===== src/hdl/lpmt_pkg.sv =====
// Shared types, codes and helpers for the longest prefix match table.
`default_nettype none
package lpmt_pkg;

  localparam int ADDR_W = 64;
  localparam int LEN_W  = 7;
  localparam int HOP_W  = 8;
  localparam int CNT_OUT_W = 7;
  localparam logic [LEN_W-1:0] MAX_PREFIX_BITS = 7'd64;

  typedef enum logic [1:0] {
    KIND_ADD     = 2'd0,
    KIND_REMOVE  = 2'd1,
    KIND_RESOLVE = 2'd2,
    KIND_COUNT   = 2'd3
  } kind_t;

  typedef enum logic [1:0] {
    ST_OK        = 2'd0,
    ST_BAD_LEN   = 2'd1,
    ST_FULL      = 2'd2,
    ST_NOT_FOUND = 2'd3
  } status_t;

  // Item as it travels down the row of route cells
  typedef struct packed {
    logic                 vld;
    kind_t                kind;
    logic [ADDR_W-1:0]    addr;
    logic [LEN_W-1:0]     len;
    logic [HOP_W-1:0]     hop;
    logic                 done;
    status_t              status;
    logic [LEN_W-1:0]     win_len;
    logic [HOP_W-1:0]     best_hop;
    logic [CNT_OUT_W-1:0] count;
    logic                 appended;
  } tok_t;

  // Mask of the top len bits of an address
  function automatic logic [ADDR_W-1:0] top_mask(input logic [LEN_W-1:0] len);
    logic [LEN_W-1:0] sh;
    sh = MAX_PREFIX_BITS - len;
    if (len >= MAX_PREFIX_BITS) begin
      return {ADDR_W{1'b1}};
    end
    return {ADDR_W{1'b1}} << sh;
  endfunction

endpackage
`default_nettype wire


===== src/hdl/lpmt_cell.sv =====
// One route slot of the table and the stage that hands the item to the next slot.
`default_nettype none
module lpmt_cell import lpmt_pkg::*; #(
  parameter int INDEX = 0,
  parameter int CNT_W = 7
) (
  input  wire logic             clk,
  input  wire logic             rst,
  input  wire logic [CNT_W-1:0] slots_used,
  input  wire tok_t             tok_in,
  output tok_t                  tok_out
);

  logic [ADDR_W-1:0] prefix;
  logic [LEN_W-1:0]  length;
  logic [HOP_W-1:0]  hop;
  logic              valid;

  logic [ADDR_W-1:0] prefix_next;
  logic [LEN_W-1:0]  length_next;
  logic [HOP_W-1:0]  hop_next;
  logic              valid_next;
  tok_t              tok_next;

  logic exact_hit;
  logic prefix_hit;
  logic my_slot;

  assign exact_hit  = valid && (prefix == tok_in.addr) && (length == tok_in.len);
  assign prefix_hit = valid && (length != '0) &&
                      (((tok_in.addr ^ prefix) & top_mask(length)) == '0);
  assign my_slot    = (slots_used == CNT_W'(INDEX));

  always_comb begin
    tok_next    = tok_in;
    prefix_next = prefix;
    length_next = length;
    hop_next    = hop;
    valid_next  = valid;
    if (tok_in.vld) begin
      unique case (tok_in.kind)
        KIND_ADD: begin
          if (!tok_in.done) begin
            if (exact_hit) begin
              hop_next      = tok_in.hop;
              tok_next.done = 1'b1;
            end else if (my_slot) begin
              prefix_next       = tok_in.addr;
              length_next       = tok_in.len;
              hop_next          = tok_in.hop;
              valid_next        = 1'b1;
              tok_next.done     = 1'b1;
              tok_next.appended = 1'b1;
            end
          end
        end
        KIND_REMOVE: begin
          if (!tok_in.done && exact_hit) begin
            valid_next      = 1'b0;
            tok_next.done   = 1'b1;
            tok_next.status = ST_OK;
          end
        end
        KIND_RESOLVE: begin
          // strict compare keeps the lowest slot on a tie
          if (prefix_hit && (length > tok_in.win_len)) begin
            tok_next.win_len  = length;
            tok_next.best_hop = hop;
          end
        end
        KIND_COUNT: begin
          tok_next.count = tok_in.count + CNT_OUT_W'(valid);
        end
        default: begin
          tok_next = tok_in;
        end
      endcase
    end
  end

  always_ff @(posedge clk) begin
    prefix <= prefix_next;
    length <= length_next;
    hop    <= hop_next;
    if (rst) begin
      valid   <= 1'b0;
      tok_out <= '0;
    end else begin
      valid   <= valid_next;
      tok_out <= tok_next;
    end
  end

endmodule
`default_nettype wire


===== config.mk =====
export PLATFORM = sky130hd
export DESIGN_NAME = lpmt_cell
export DESIGN_NICKNAME = d
export VERILOG_FILES = /design/src/hdl/lpmt_pkg.sv /design/src/hdl/lpmt_cell.sv
export SDC_FILE = /design/constraint.sdc
export NUM_CORES = 1
export LEC_CHECK = 0
export BUFFER_PORTS_ARGS = -buffer_cell sky130_fd_sc_hd__buf_2
export CAP_MARGIN = 0
export CORE_ASPECT_RATIO = 1.4
export CORE_MARGIN = 10
export CORE_UTILIZATION = 52
export DETAILED_ROUTE_END_ITERATION = 16
export GPL_ROUTABILITY_DRIVEN = 1
export GPL_TIMING_DRIVEN = 0
export PLACE_DENSITY = 0.85
export SLEW_MARGIN = 40
export SYNTH_ARGS = -nofsm -noshare
export SYNTH_HDL_FRONTEND = slang
export SYNTH_SLANG_ARGS = --single-unit

===== constraint.sdc =====
create_clock -name clk -period 13.3 [get_ports clk]
set_input_delay 1.995 -clock clk [delete_from_list [all_inputs] [get_ports clk]]
set_output_delay 1.995 -clock clk [all_outputs]
set_load 0.05 [all_outputs]

==> results of run 1 <==
==> cell families (layout without fill, tap and decap cells) <==
family	after synthesis	in the layout	share of synthesized area, %
adder cells (fa/ha/maj)	16	16	2.51
AND/OR/NAND/NOR	226	226	16.8
AO/OA/AOI/OAI	90	90	8.11
buffers and inverters	45	316	2.57
XOR/XNOR	82	82	9.23
multiplexers	17	17	2.19
flip-flops	188	188	58.6
==> per-stage QoR <==
| stage | hold slack, ps | utilization, % | worst slack, ps |
|---|---|---|---|
| after floorplan | 491 | - | 3250 |
| after global placement | 496 | 62.6 | 223 |
| after detailed placement | 515 | 63.4 | 7670 |
| after CTS | 519 | 67.6 | 8100 |
| after global routing | 566 | 67.6 | 7890 |
| final | 516 | 67.6 | 8100 |
==> synthesized netlist by cell type, drive strengths merged, types with 17 or more instances <==
cell	instances
nand2	25
mux2i	17
nor2	24
xnor2	49
nor2b	86
nand4	17
xor2	33
edfxtp	79
o21ai	17
inv	19
a21oi	24
nand2b	33
dfxtp	109
clkbuf	18
==> metal layers <==
| metal | vias to the layer above | track usage, % | routed length [um] |
|---|---|---|---|
| met2 | 235 | 37.1 | 11200 |
| met5 | - | 0 | 0 |
| met1 | 2741 | 22.6 | 8040 |
| met3 | 26 | 5.13 | 1620 |
| li1 | 2832 | - | - |
| met4 | 0 | 7.32 | 386 |
==> final cells by class <==
class	count	share of cell area, %
Clock buffer	23	5.30
Multi-Input combinational cell	431	30.9
Sequential cell	188	46.2
Tap cell	189	2.40
Inverter	19	0.724
Timing Repair Buffer	239	12.1
Clock inverter	9	0.940
Buffer	26	1.31
==> worst reg2reg max path, cell delays in order (launching register included) <==
cell and delay (ps):
sky130_fd_sc_hd__edfxtp_1 440, sky130_fd_sc_hd__buf_2 230, sky130_fd_sc_hd__inv_1 140, sky130_fd_sc_hd__ha_1 150, sky130_fd_sc_hd__clkbuf_1 330, sky130_fd_sc_hd__inv_1 110, sky130_fd_sc_hd__ha_1 380, sky130_fd_sc_hd__clkbuf_1 300
sky130_fd_sc_hd__nor2_1 220, sky130_fd_sc_hd__o21ai_0 100, sky130_fd_sc_hd__a22oi_1 200, sky130_fd_sc_hd__o221ai_1 170, sky130_fd_sc_hd__o41a_1 450, sky130_fd_sc_hd__a2111oi_4 730, sky130_fd_sc_hd__buf_6 280, sky130_fd_sc_hd__mux2i_1 210
==> placed cells by master (no fill, tap or decap), types with 4 or more instances in the layout <==
cell	instances
sky130_fd_sc_hd__buf_2	243
sky130_fd_sc_hd__nand3_1	4
sky130_fd_sc_hd__a31oi_1	11
sky130_fd_sc_hd__clkbuf_1	20
sky130_fd_sc_hd__nand2b_1	33
sky130_fd_sc_hd__o31ai_1	4
sky130_fd_sc_hd__nor4_1	8
sky130_fd_sc_hd__a22oi_1	4
sky130_fd_sc_hd__inv_1	19
sky130_fd_sc_hd__nor2_1	24
sky130_fd_sc_hd__a21oi_1	23
sky130_fd_sc_hd__nor2b_1	86
sky130_fd_sc_hd__inv_6	4
sky130_fd_sc_hd__mux2i_1	17
sky130_fd_sc_hd__dfxtp_1	109
sky130_fd_sc_hd__clkbuf_16	20
sky130_fd_sc_hd__xnor2_1	49
sky130_fd_sc_hd__o21ai_0	15
sky130_fd_sc_hd__xor2_1	33
sky130_fd_sc_hd__ha_1	14
sky130_fd_sc_hd__nand4_1	16
sky130_fd_sc_hd__nor3_1	12
sky130_fd_sc_hd__edfxtp_1	79
sky130_fd_sc_hd__nand2_1	25
==> power breakdown <==
group / internal, mW / switching [mW]
Sequential: 0.617 / 0.00375
Clock: 0.300 / 0.220
Combinational: 0.0456 / 0.110
==> path summary, 6_finish.rpt <==
path / cells after the start / slack (ps) / start / end
worst max-delay path: 14 / 8100 / tok_in[95] / prefix[24]$_DFFE_PP_
worst min-delay path: 2 / 520 / hop[0]$_DFFE_PP_ / tok_out[8]$_SDFF_PP0_
worst max register to register: 15 / 8800 / length[1]$_DFFE_PP_ / tok_out[16]$_SDFF_PP0_
worst min register to register: 2 / 520 / hop[0]$_DFFE_PP_ / tok_out[8]$_SDFF_PP0_
==> sequential cells by signal, summed over array words and instances, names as in the netlist <==
name     flops
hop          8
tok_out    108
valid        1
prefix      64
length       7
==> impl_metrics.prom, run 1 <==
# TYPE chip_impl_metric gauge
chip_impl_metric{name="port_buffers",unit=""} 223
chip_impl_metric{name="timing.max_cap.violations",unit=""} 0
chip_impl_metric{name="timing_max_transition_violations_final",unit=""} 0
chip_impl_metric{name="layout-area-overhead-vs-synth",unit="%"} 26.6
chip_impl_metric{name="synthesis.instances",unit=""} 664
chip_impl_metric{name="p_leak",unit="nW"} 4.10
chip_impl_metric{name="max_slew.worst_pin.slew",unit="ps"} 814
chip_impl_metric{name="multi_input_area",unit="sq um"} 3050
chip_impl_info{name="critical_path.endpoint_type",value="register"} 1
chip_impl_metric{name="setup-tns-final",unit="ps"} 0
chip_impl_metric{name="clk_path_buf_depth",unit=""} 2
chip_impl_metric{name="floorplan.die_area",unit="sq um"} 20300
chip_impl_metric{name="cts_hold_buffers",unit=""} 0
chip_impl_metric{name="numClockSinks",unit=""} 188
chip_impl_metric{name="power_density",unit="nW/um^2"} 132
chip_impl_metric{name="fin_cells",unit=""} 1124
chip_impl_info{name="crit_path_cell_trace",value="buf_2, xor2_1, nor4_1, nand4_1, or4_1, nor4bb_2, nor4_2, buf_2, buf_2, buf_2, buf_2, buf_2, buf_2, buf_2"} 1
chip_impl_metric{name="finalPower",unit="mW"} 1.30
chip_impl_metric{name="dieWidth",unit="um"} 123
chip_impl_info{name="cell_type_with_the_largest_total_area_after_synthesis",value="sky130_fd_sc_hd__edfxtp_1"} 1
chip_impl_info{name="ys_dominant_reg_cell",value="sky130_fd_sc_hd__dfxtp_1"} 1
chip_impl_info{name="cpMostUsedCell",value="sky130_fd_sc_hd__buf_2"} 1
chip_impl_metric{name="cts.repair_timing.setup_buffer_count",unit=""} 0
chip_impl_metric{name="first_global_vias",unit=""} 6090
chip_impl_metric{name="synth-seq-cells",unit=""} 188
chip_impl_info{name="netlist_top_cells_area",value="sky130_fd_sc_hd__edfxtp_1 31%, sky130_fd_sc_hd__dfxtp_1 28%, sky130_fd_sc_hd__nor2b_1 6.9%, sky130_fd_sc_hd__xnor2_1 5.5%, sky130_fd_sc_hd__xor2_1 3.7%"} 1
chip_impl_metric{name="post_cts_resize_count",unit=""} 0
chip_impl_metric{name="place.detailed.hpwl",unit="mm"} 16.9
chip_impl_metric{name="slew_headroom",unit="%"} 45.8
chip_impl_metric{name="placed_area",unit="sq um"} 9230
chip_impl_info{name="startpoint_type",value="input pin"} 1
chip_impl_metric{name="yosysWarningCount",unit=""} 0
chip_impl_metric{name="clock.fmax",unit="MHz"} 192
chip_impl_metric{name="report.final.setup_viol",unit=""} 0
chip_impl_metric{name="fin_nets",unit=""} 1053
chip_impl_info{name="clock_tree_from_tritoncts",value="done"} 1
chip_impl_metric{name="grt.overflow.total",unit=""} 0
chip_impl_metric{name="worst_setup_hold_path_clk_slew",unit="ps"} 70
chip_impl_metric{name="grt_antenna_before_repair",unit=""} 0
chip_impl_metric{name="fp.coreArea",unit="sq um"} 14600
chip_impl_info{name="slowest_stage",value="sky130_fd_sc_hd__nor4bb_2"} 1
chip_impl_metric{name="cp.required",unit="ps"} 13470
chip_impl_metric{name="grt_start_max_net_pins",unit=""} 18
chip_impl_metric{name="wire_length_of_the_first_global_routing_pass",unit="mm"} 32.3
chip_impl_info{name="worstHoldPathType",value="reg2reg"} 1
chip_impl_metric{name="synth_nets",unit=""} 795
chip_impl_info{name="grt_setup_unrepaired",value="no"} 1
chip_impl_metric{name="drive_above_1_share",unit="%"} 30.9
chip_impl_metric{name="power.ir.vdd_worst",unit="V"} 0.0000889
chip_impl_metric{name="synth_cell_types",unit=""} 59
chip_impl_metric{name="fin_crit_sh",unit="%"} 39.1
chip_impl_metric{name="start_util",unit="%"} 53.4
chip_impl_metric{name="antenna_left",unit=""} 0
chip_impl_metric{name="layout.cell_area.non_filler",unit="sq um"} 9850
chip_impl_metric{name="avgRoutedWirePerCell",unit="um"} 18.9
chip_impl_metric{name="wl",unit="mm"} 21.2
chip_impl_metric{name="cts_buffers",unit=""} 17
chip_impl_metric{name="edff_count_synth",unit=""} 79
chip_impl_info{name="setup.worst_path.class",value="in2reg"} 1
chip_impl_metric{name="postSynth.asyncResetShare",unit="%"} 0
chip_impl_metric{name="cp_slowest_stage_delay",unit="ps"} 690
chip_impl_metric{name="fillerInstances",unit=""} 1166
chip_impl_metric{name="die-height",unit="um"} 165
chip_impl_metric{name="drt_first_iter_violations",unit=""} 476
chip_impl_metric{name="drt-vias-per-instance",unit=""} 5.19
chip_impl_metric{name="grt_util_all_layers",unit="%"} 20.6
chip_impl_metric{name="final-seq-area",unit="sq um"} 4550
chip_impl_metric{name="finalWeightedCongestion",unit=""} 0.974
chip_impl_metric{name="h_tree_lvls",unit=""} 4
chip_impl_metric{name="synth.avg_cell_area",unit="sq um"} 11.7
chip_impl_info{name="cts_root_buf",value="sky130_fd_sc_hd__clkbuf_16"} 1
chip_impl_metric{name="dr.pass1.iters",unit=""} 5
chip_impl_info{name="critical-path-top-delay-family",value="simple AND/OR/NAND/NOR gates"} 1
chip_impl_metric{name="min_period",unit="ps"} 5200
chip_impl_metric{name="clk_latency",unit="ps"} 420
chip_impl_metric{name="numPlacedInstances",unit=""} 1092
chip_impl_metric{name="synth_top_area_share",unit="%"} 30.5
chip_impl_metric{name="hold_viol_final",unit=""} 0
chip_impl_metric{name="antenna_fix_cells",unit=""} 0
chip_impl_metric{name="critical_path_buf_inv_count",unit=""} 8
chip_impl_metric{name="design.portCount",unit=""} 225
chip_impl_metric{name="sequential_to_total_area_share_from_yosys_stat",unit="%"} 58.6
chip_impl_metric{name="critical_path_peak_fanout",unit=""} 6
chip_impl_metric{name="skew",unit="ps"} 13.4
chip_impl_metric{name="route.detailed.drc",unit=""} 0
chip_impl_info{name="status",value="finished, final reports clean"} 1
chip_impl_metric{name="route.vias.total",unit=""} 5834
chip_impl_metric{name="post_synth_instance_area",unit="sq um"} 7780
chip_impl_metric{name="timing.critical_path.arrival",unit="ps"} 5370
chip_impl_metric{name="number_of_cell_rows",unit=""} 52
Power figures use the tool's default switching activity.
==> inputs of run 2 (changes only) <==
==> constraint.sdc (replaced) <==
create_clock -name clk -period 5.1 [get_ports clk]
set_input_delay 0.765 -clock clk [delete_from_list [all_inputs] [get_ports clk]]
set_output_delay 0.765 -clock clk [all_outputs]
set_load 0.05 [all_outputs]
==> impl_metrics.prom, run 2 (synthesis gave the netlist of run 1 again) <==
# TYPE chip_impl_metric gauge
chip_impl_info{name="hold-path-endpoint",value="hop[4]$_DFFE_PP_"} 1
chip_impl_metric{name="avgRoutedWirePerCell",unit="um"} 19.4
chip_impl_info{name="status",value="finished, final reports clean"} 1
chip_impl_metric{name="grt_antenna_before_repair",unit=""} 0
chip_impl_metric{name="largest_register_ff_count",unit=""} 108
chip_impl_metric{name="first_global_vias",unit=""} 6190
chip_impl_metric{name="design.portCount",unit=""} 225
chip_impl_metric{name="wire_length_of_the_first_global_routing_pass",unit="mm"} 33.2
chip_impl_metric{name="dieWidth",unit="um"} 123
chip_impl_metric{name="timing.hold.ws",unit="ps"} 517
chip_impl_metric{name="port_buffers",unit=""} 223
chip_impl_metric{name="route.detailed.drc",unit=""} 0
chip_impl_info{name="critical-path-top-delay-family",value="buffers and inverters"} 1
chip_impl_metric{name="critical_path_depth_in_cells",unit=""} 16
chip_impl_info{name="startpoint_type",value="register"} 1
chip_impl_metric{name="clk_latency",unit="ps"} 440
chip_impl_metric{name="power.ir.vdd_worst",unit="V"} 0.000309
chip_impl_info{name="final_common_cell",value="sky130_fd_sc_hd__buf_2"} 1
chip_impl_metric{name="cts.repair_timing.setup_buffer_count",unit=""} 0
chip_impl_info{name="setup.worst_path.class",value="reg2reg"} 1
chip_impl_info{name="hp-start",value="tok_in[30]"} 1
chip_impl_metric{name="fp.coreArea",unit="sq um"} 14600
chip_impl_metric{name="number_of_cell_rows",unit=""} 52
chip_impl_info{name="clock_tree_from_tritoncts",value="done"} 1
chip_impl_metric{name="fin_crit_sh",unit="%"} 87.3
chip_impl_metric{name="setup-tns-final",unit="ps"} 0
chip_impl_metric{name="clock.fmax",unit="MHz"} 225
chip_impl_info{name="largest_register",value="tok_out"} 1
chip_impl_metric{name="floorplan.die_area",unit="sq um"} 20300
chip_impl_metric{name="drt_first_iter_violations",unit=""} 576
chip_impl_metric{name="drive_above_1_share",unit="%"} 30.5
chip_impl_metric{name="start_util",unit="%"} 53.4
chip_impl_metric{name="drt-vias-per-instance",unit=""} 5.34
chip_impl_metric{name="route.vias.total",unit=""} 5960
chip_impl_info{name="critical_path.endpoint_type",value="register"} 1
chip_impl_metric{name="report.final.setup_viol",unit=""} 0
chip_impl_info{name="reg_top3",value="tok_out (108), prefix (64), hop (8)"} 1
chip_impl_metric{name="cts_buffers",unit=""} 17
chip_impl_metric{name="timing.critical_path.arrival",unit="ps"} 4810
chip_impl_metric{name="antenna_left",unit=""} 0
chip_impl_metric{name="numClockSinks",unit=""} 188
chip_impl_metric{name="finalWeightedCongestion",unit=""} 0.954
chip_impl_metric{name="fin_nets",unit=""} 1046
chip_impl_metric{name="grt_util_all_layers",unit="%"} 21.3
chip_impl_metric{name="antenna_fix_cells",unit=""} 0
chip_impl_metric{name="place.detailed.hpwl",unit="mm"} 17.1
chip_impl_metric{name="wl",unit="mm"} 21.7
chip_impl_metric{name="max_slew.worst_pin.slew",unit="ps"} 859
chip_impl_metric{name="dr.pass1.iters",unit=""} 5
chip_impl_metric{name="power_density",unit="nW/um^2"} 345
chip_impl_metric{name="cp.required",unit="ps"} 5460
chip_impl_metric{name="h_tree_lvls",unit=""} 4
chip_impl_metric{name="die-height",unit="um"} 165
chip_impl_metric{name="cts_hold_buffers",unit=""} 0
chip_impl_info{name="worst_r2r_startpoint",value="length[0]$_DFFE_PP_"} 1
chip_impl_metric{name="grt.overflow.total",unit=""} 0
chip_impl_metric{name="p_leak",unit="nW"} 4.10
chip_impl_metric{name="regToRegSetupSlack",unit="ps"} 650
chip_impl_metric{name="skew",unit="ps"} 13.9
chip_impl_metric{name="worst_setup_hold_path_clk_slew",unit="ps"} 70
chip_impl_metric{name="min_period",unit="ps"} 4450
chip_impl_info{name="crit_path_cell_trace",value="buf_2, inv_1, ha_1, clkbuf_1, inv_1, ha_1, clkbuf_1, maj3_1, o21ai_0, nand2_1, o31ai_1, a41oi_1, a2111oi_4, buf_4, buf_6, mux2i_1"} 1
chip_impl_info{name="grt_setup_unrepaired",value="no"} 1
chip_impl_info{name="slowest_stage",value="sky130_fd_sc_hd__edfxtp_1"} 1
chip_impl_metric{name="timing.max_cap.violations",unit=""} 0
chip_impl_metric{name="timing_max_transition_violations_final",unit=""} 0
chip_impl_metric{name="critical_path_buf_inv_count",unit=""} 7
chip_impl_metric{name="fin_cells",unit=""} 1117
chip_impl_info{name="r2r_end",value="tok_out[20]$_SDFF_PP0_"} 1
chip_impl_info{name="cts_root_buf",value="sky130_fd_sc_hd__clkbuf_16"} 1
chip_impl_metric{name="holdPathStages",unit=""} 1
chip_impl_metric{name="placed_area",unit="sq um"} 9230
chip_impl_metric{name="number_of_cells_on_the_worst_reg_to_reg_path",unit=""} 16
chip_impl_metric{name="numPlacedInstances",unit=""} 1084
chip_impl_metric{name="clk_path_buf_depth",unit=""} 2
chip_impl_metric{name="finalPower",unit="mW"} 3.41
chip_impl_metric{name="hold_viol_final",unit=""} 0
chip_impl_metric{name="critical_path_peak_fanout",unit=""} 10
chip_impl_metric{name="cp_slowest_stage_delay",unit="ps"} 460
chip_impl_info{name="worstHoldPathType",value="in2reg"} 1
chip_impl_metric{name="post_cts_resize_count",unit=""} 0
chip_impl_metric{name="layout-area-overhead-vs-synth",unit="%"} 26.8
chip_impl_info{name="layout.cells.most_common_list",value="227 x sky130_fd_sc_hd__buf_2, 109 x sky130_fd_sc_hd__dfxtp_1, 86 x sky130_fd_sc_hd__nor2b_1"} 1
chip_impl_metric{name="slew_headroom",unit="%"} 42.7
chip_impl_metric{name="grt_start_max_net_pins",unit=""} 17
chip_impl_metric{name="layout.cell_area.non_filler",unit="sq um"} 9860
run 2: cell count changes in the layout (fill, tap and decap cells not counted), moves of 2 or more:
cell and change:
sky130_fd_sc_hd__buf_2 -16, sky130_fd_sc_hd__buf_4 +8, sky130_fd_sc_hd__clkinv_2 +4, sky130_fd_sc_hd__inv_6 -3, sky130_fd_sc_hd__bufinv_16 +2, sky130_fd_sc_hd__clkbuf_16 -2
sky130_fd_sc_hd__clkinvlp_4 -2
run 2: power by group:
part	total (mW)	internal [mW]	switching (mW)
Sequential	1.62	1.61	0.00994
Clock	1.38	0.824	0.556
Combinational	0.406	0.119	0.287
Total	3.41	2.55	0.853
run 2: how the worst max path moves through the flow:
stage                                   start                      to  slack (ps)
final                     length[0]$_DFFE_PP_  tok_out[20]$_SDFF_PP0_         650
after global routing      length[0]$_DFFE_PP_  tok_out[15]$_SDFF_PP0_         390
after CTS                 length[0]$_DFFE_PP_  tok_out[14]$_SDFF_PP0_         600
after detailed placement  length[0]$_DFFE_PP_  tok_out[14]$_SDFF_PP0_         610
after global placement            tok_in[102]    prefix[12]$_DFFE_PP_        -250
after floorplan                    tok_in[52]     length[0]$_DFFE_PP_        1010
run 2: area by class of cell:
| cell class | count | area, sq um |
|---|---|---|
| tap | 189 | 236 |
| inverter | 19 | 71.3 |
| sequential | 188 | 4550 |
| clock inverter | 11 | 138 |
| timing repair buffer | 232 | 1190 |
| multi-input combinational | 431 | 3060 |
| fill | 1183 | 4710 |
| buffer | 26 | 129 |
| clock buffer | 21 | 482 |
run 2: metrics by stage:
step	util [%]	setup slack [ps]
CTS	67.6	604
finish	67.7	648
global placement	62.7	-254
floorplan	-	1010
detailed placement	63.3	608
global route	67.7	390
run 2: worst register-to-register path: stages, from the launching register on:
cell and delay, ps:
sky130_fd_sc_hd__edfxtp_1 460, sky130_fd_sc_hd__buf_2 230, sky130_fd_sc_hd__inv_1 130, sky130_fd_sc_hd__ha_1 150
sky130_fd_sc_hd__clkbuf_1 340, sky130_fd_sc_hd__inv_1 110, sky130_fd_sc_hd__ha_1 380, sky130_fd_sc_hd__clkbuf_1 290
sky130_fd_sc_hd__maj3_1 390, sky130_fd_sc_hd__o21ai_0 210, sky130_fd_sc_hd__nand2_1 80, sky130_fd_sc_hd__o31ai_1 310
sky130_fd_sc_hd__a41oi_1 230, sky130_fd_sc_hd__a2111oi_4 430, sky130_fd_sc_hd__buf_4 260, sky130_fd_sc_hd__buf_6 190
sky130_fd_sc_hd__mux2i_1 200
run 2: per-layer routing:
| metal | up-vias | track usage, % | part of all wire, % |
|---|---|---|---|
| met5 | - | 0 | 0 |
| met4 | 0 | 7.64 | 1.7 |
| met3 | 23 | 5.47 | 7.7 |
| met2 | 236 | 39.0 | 53 |
| met1 | 2877 | 22.8 | 37 |
| li1 | 2824 | - | - |
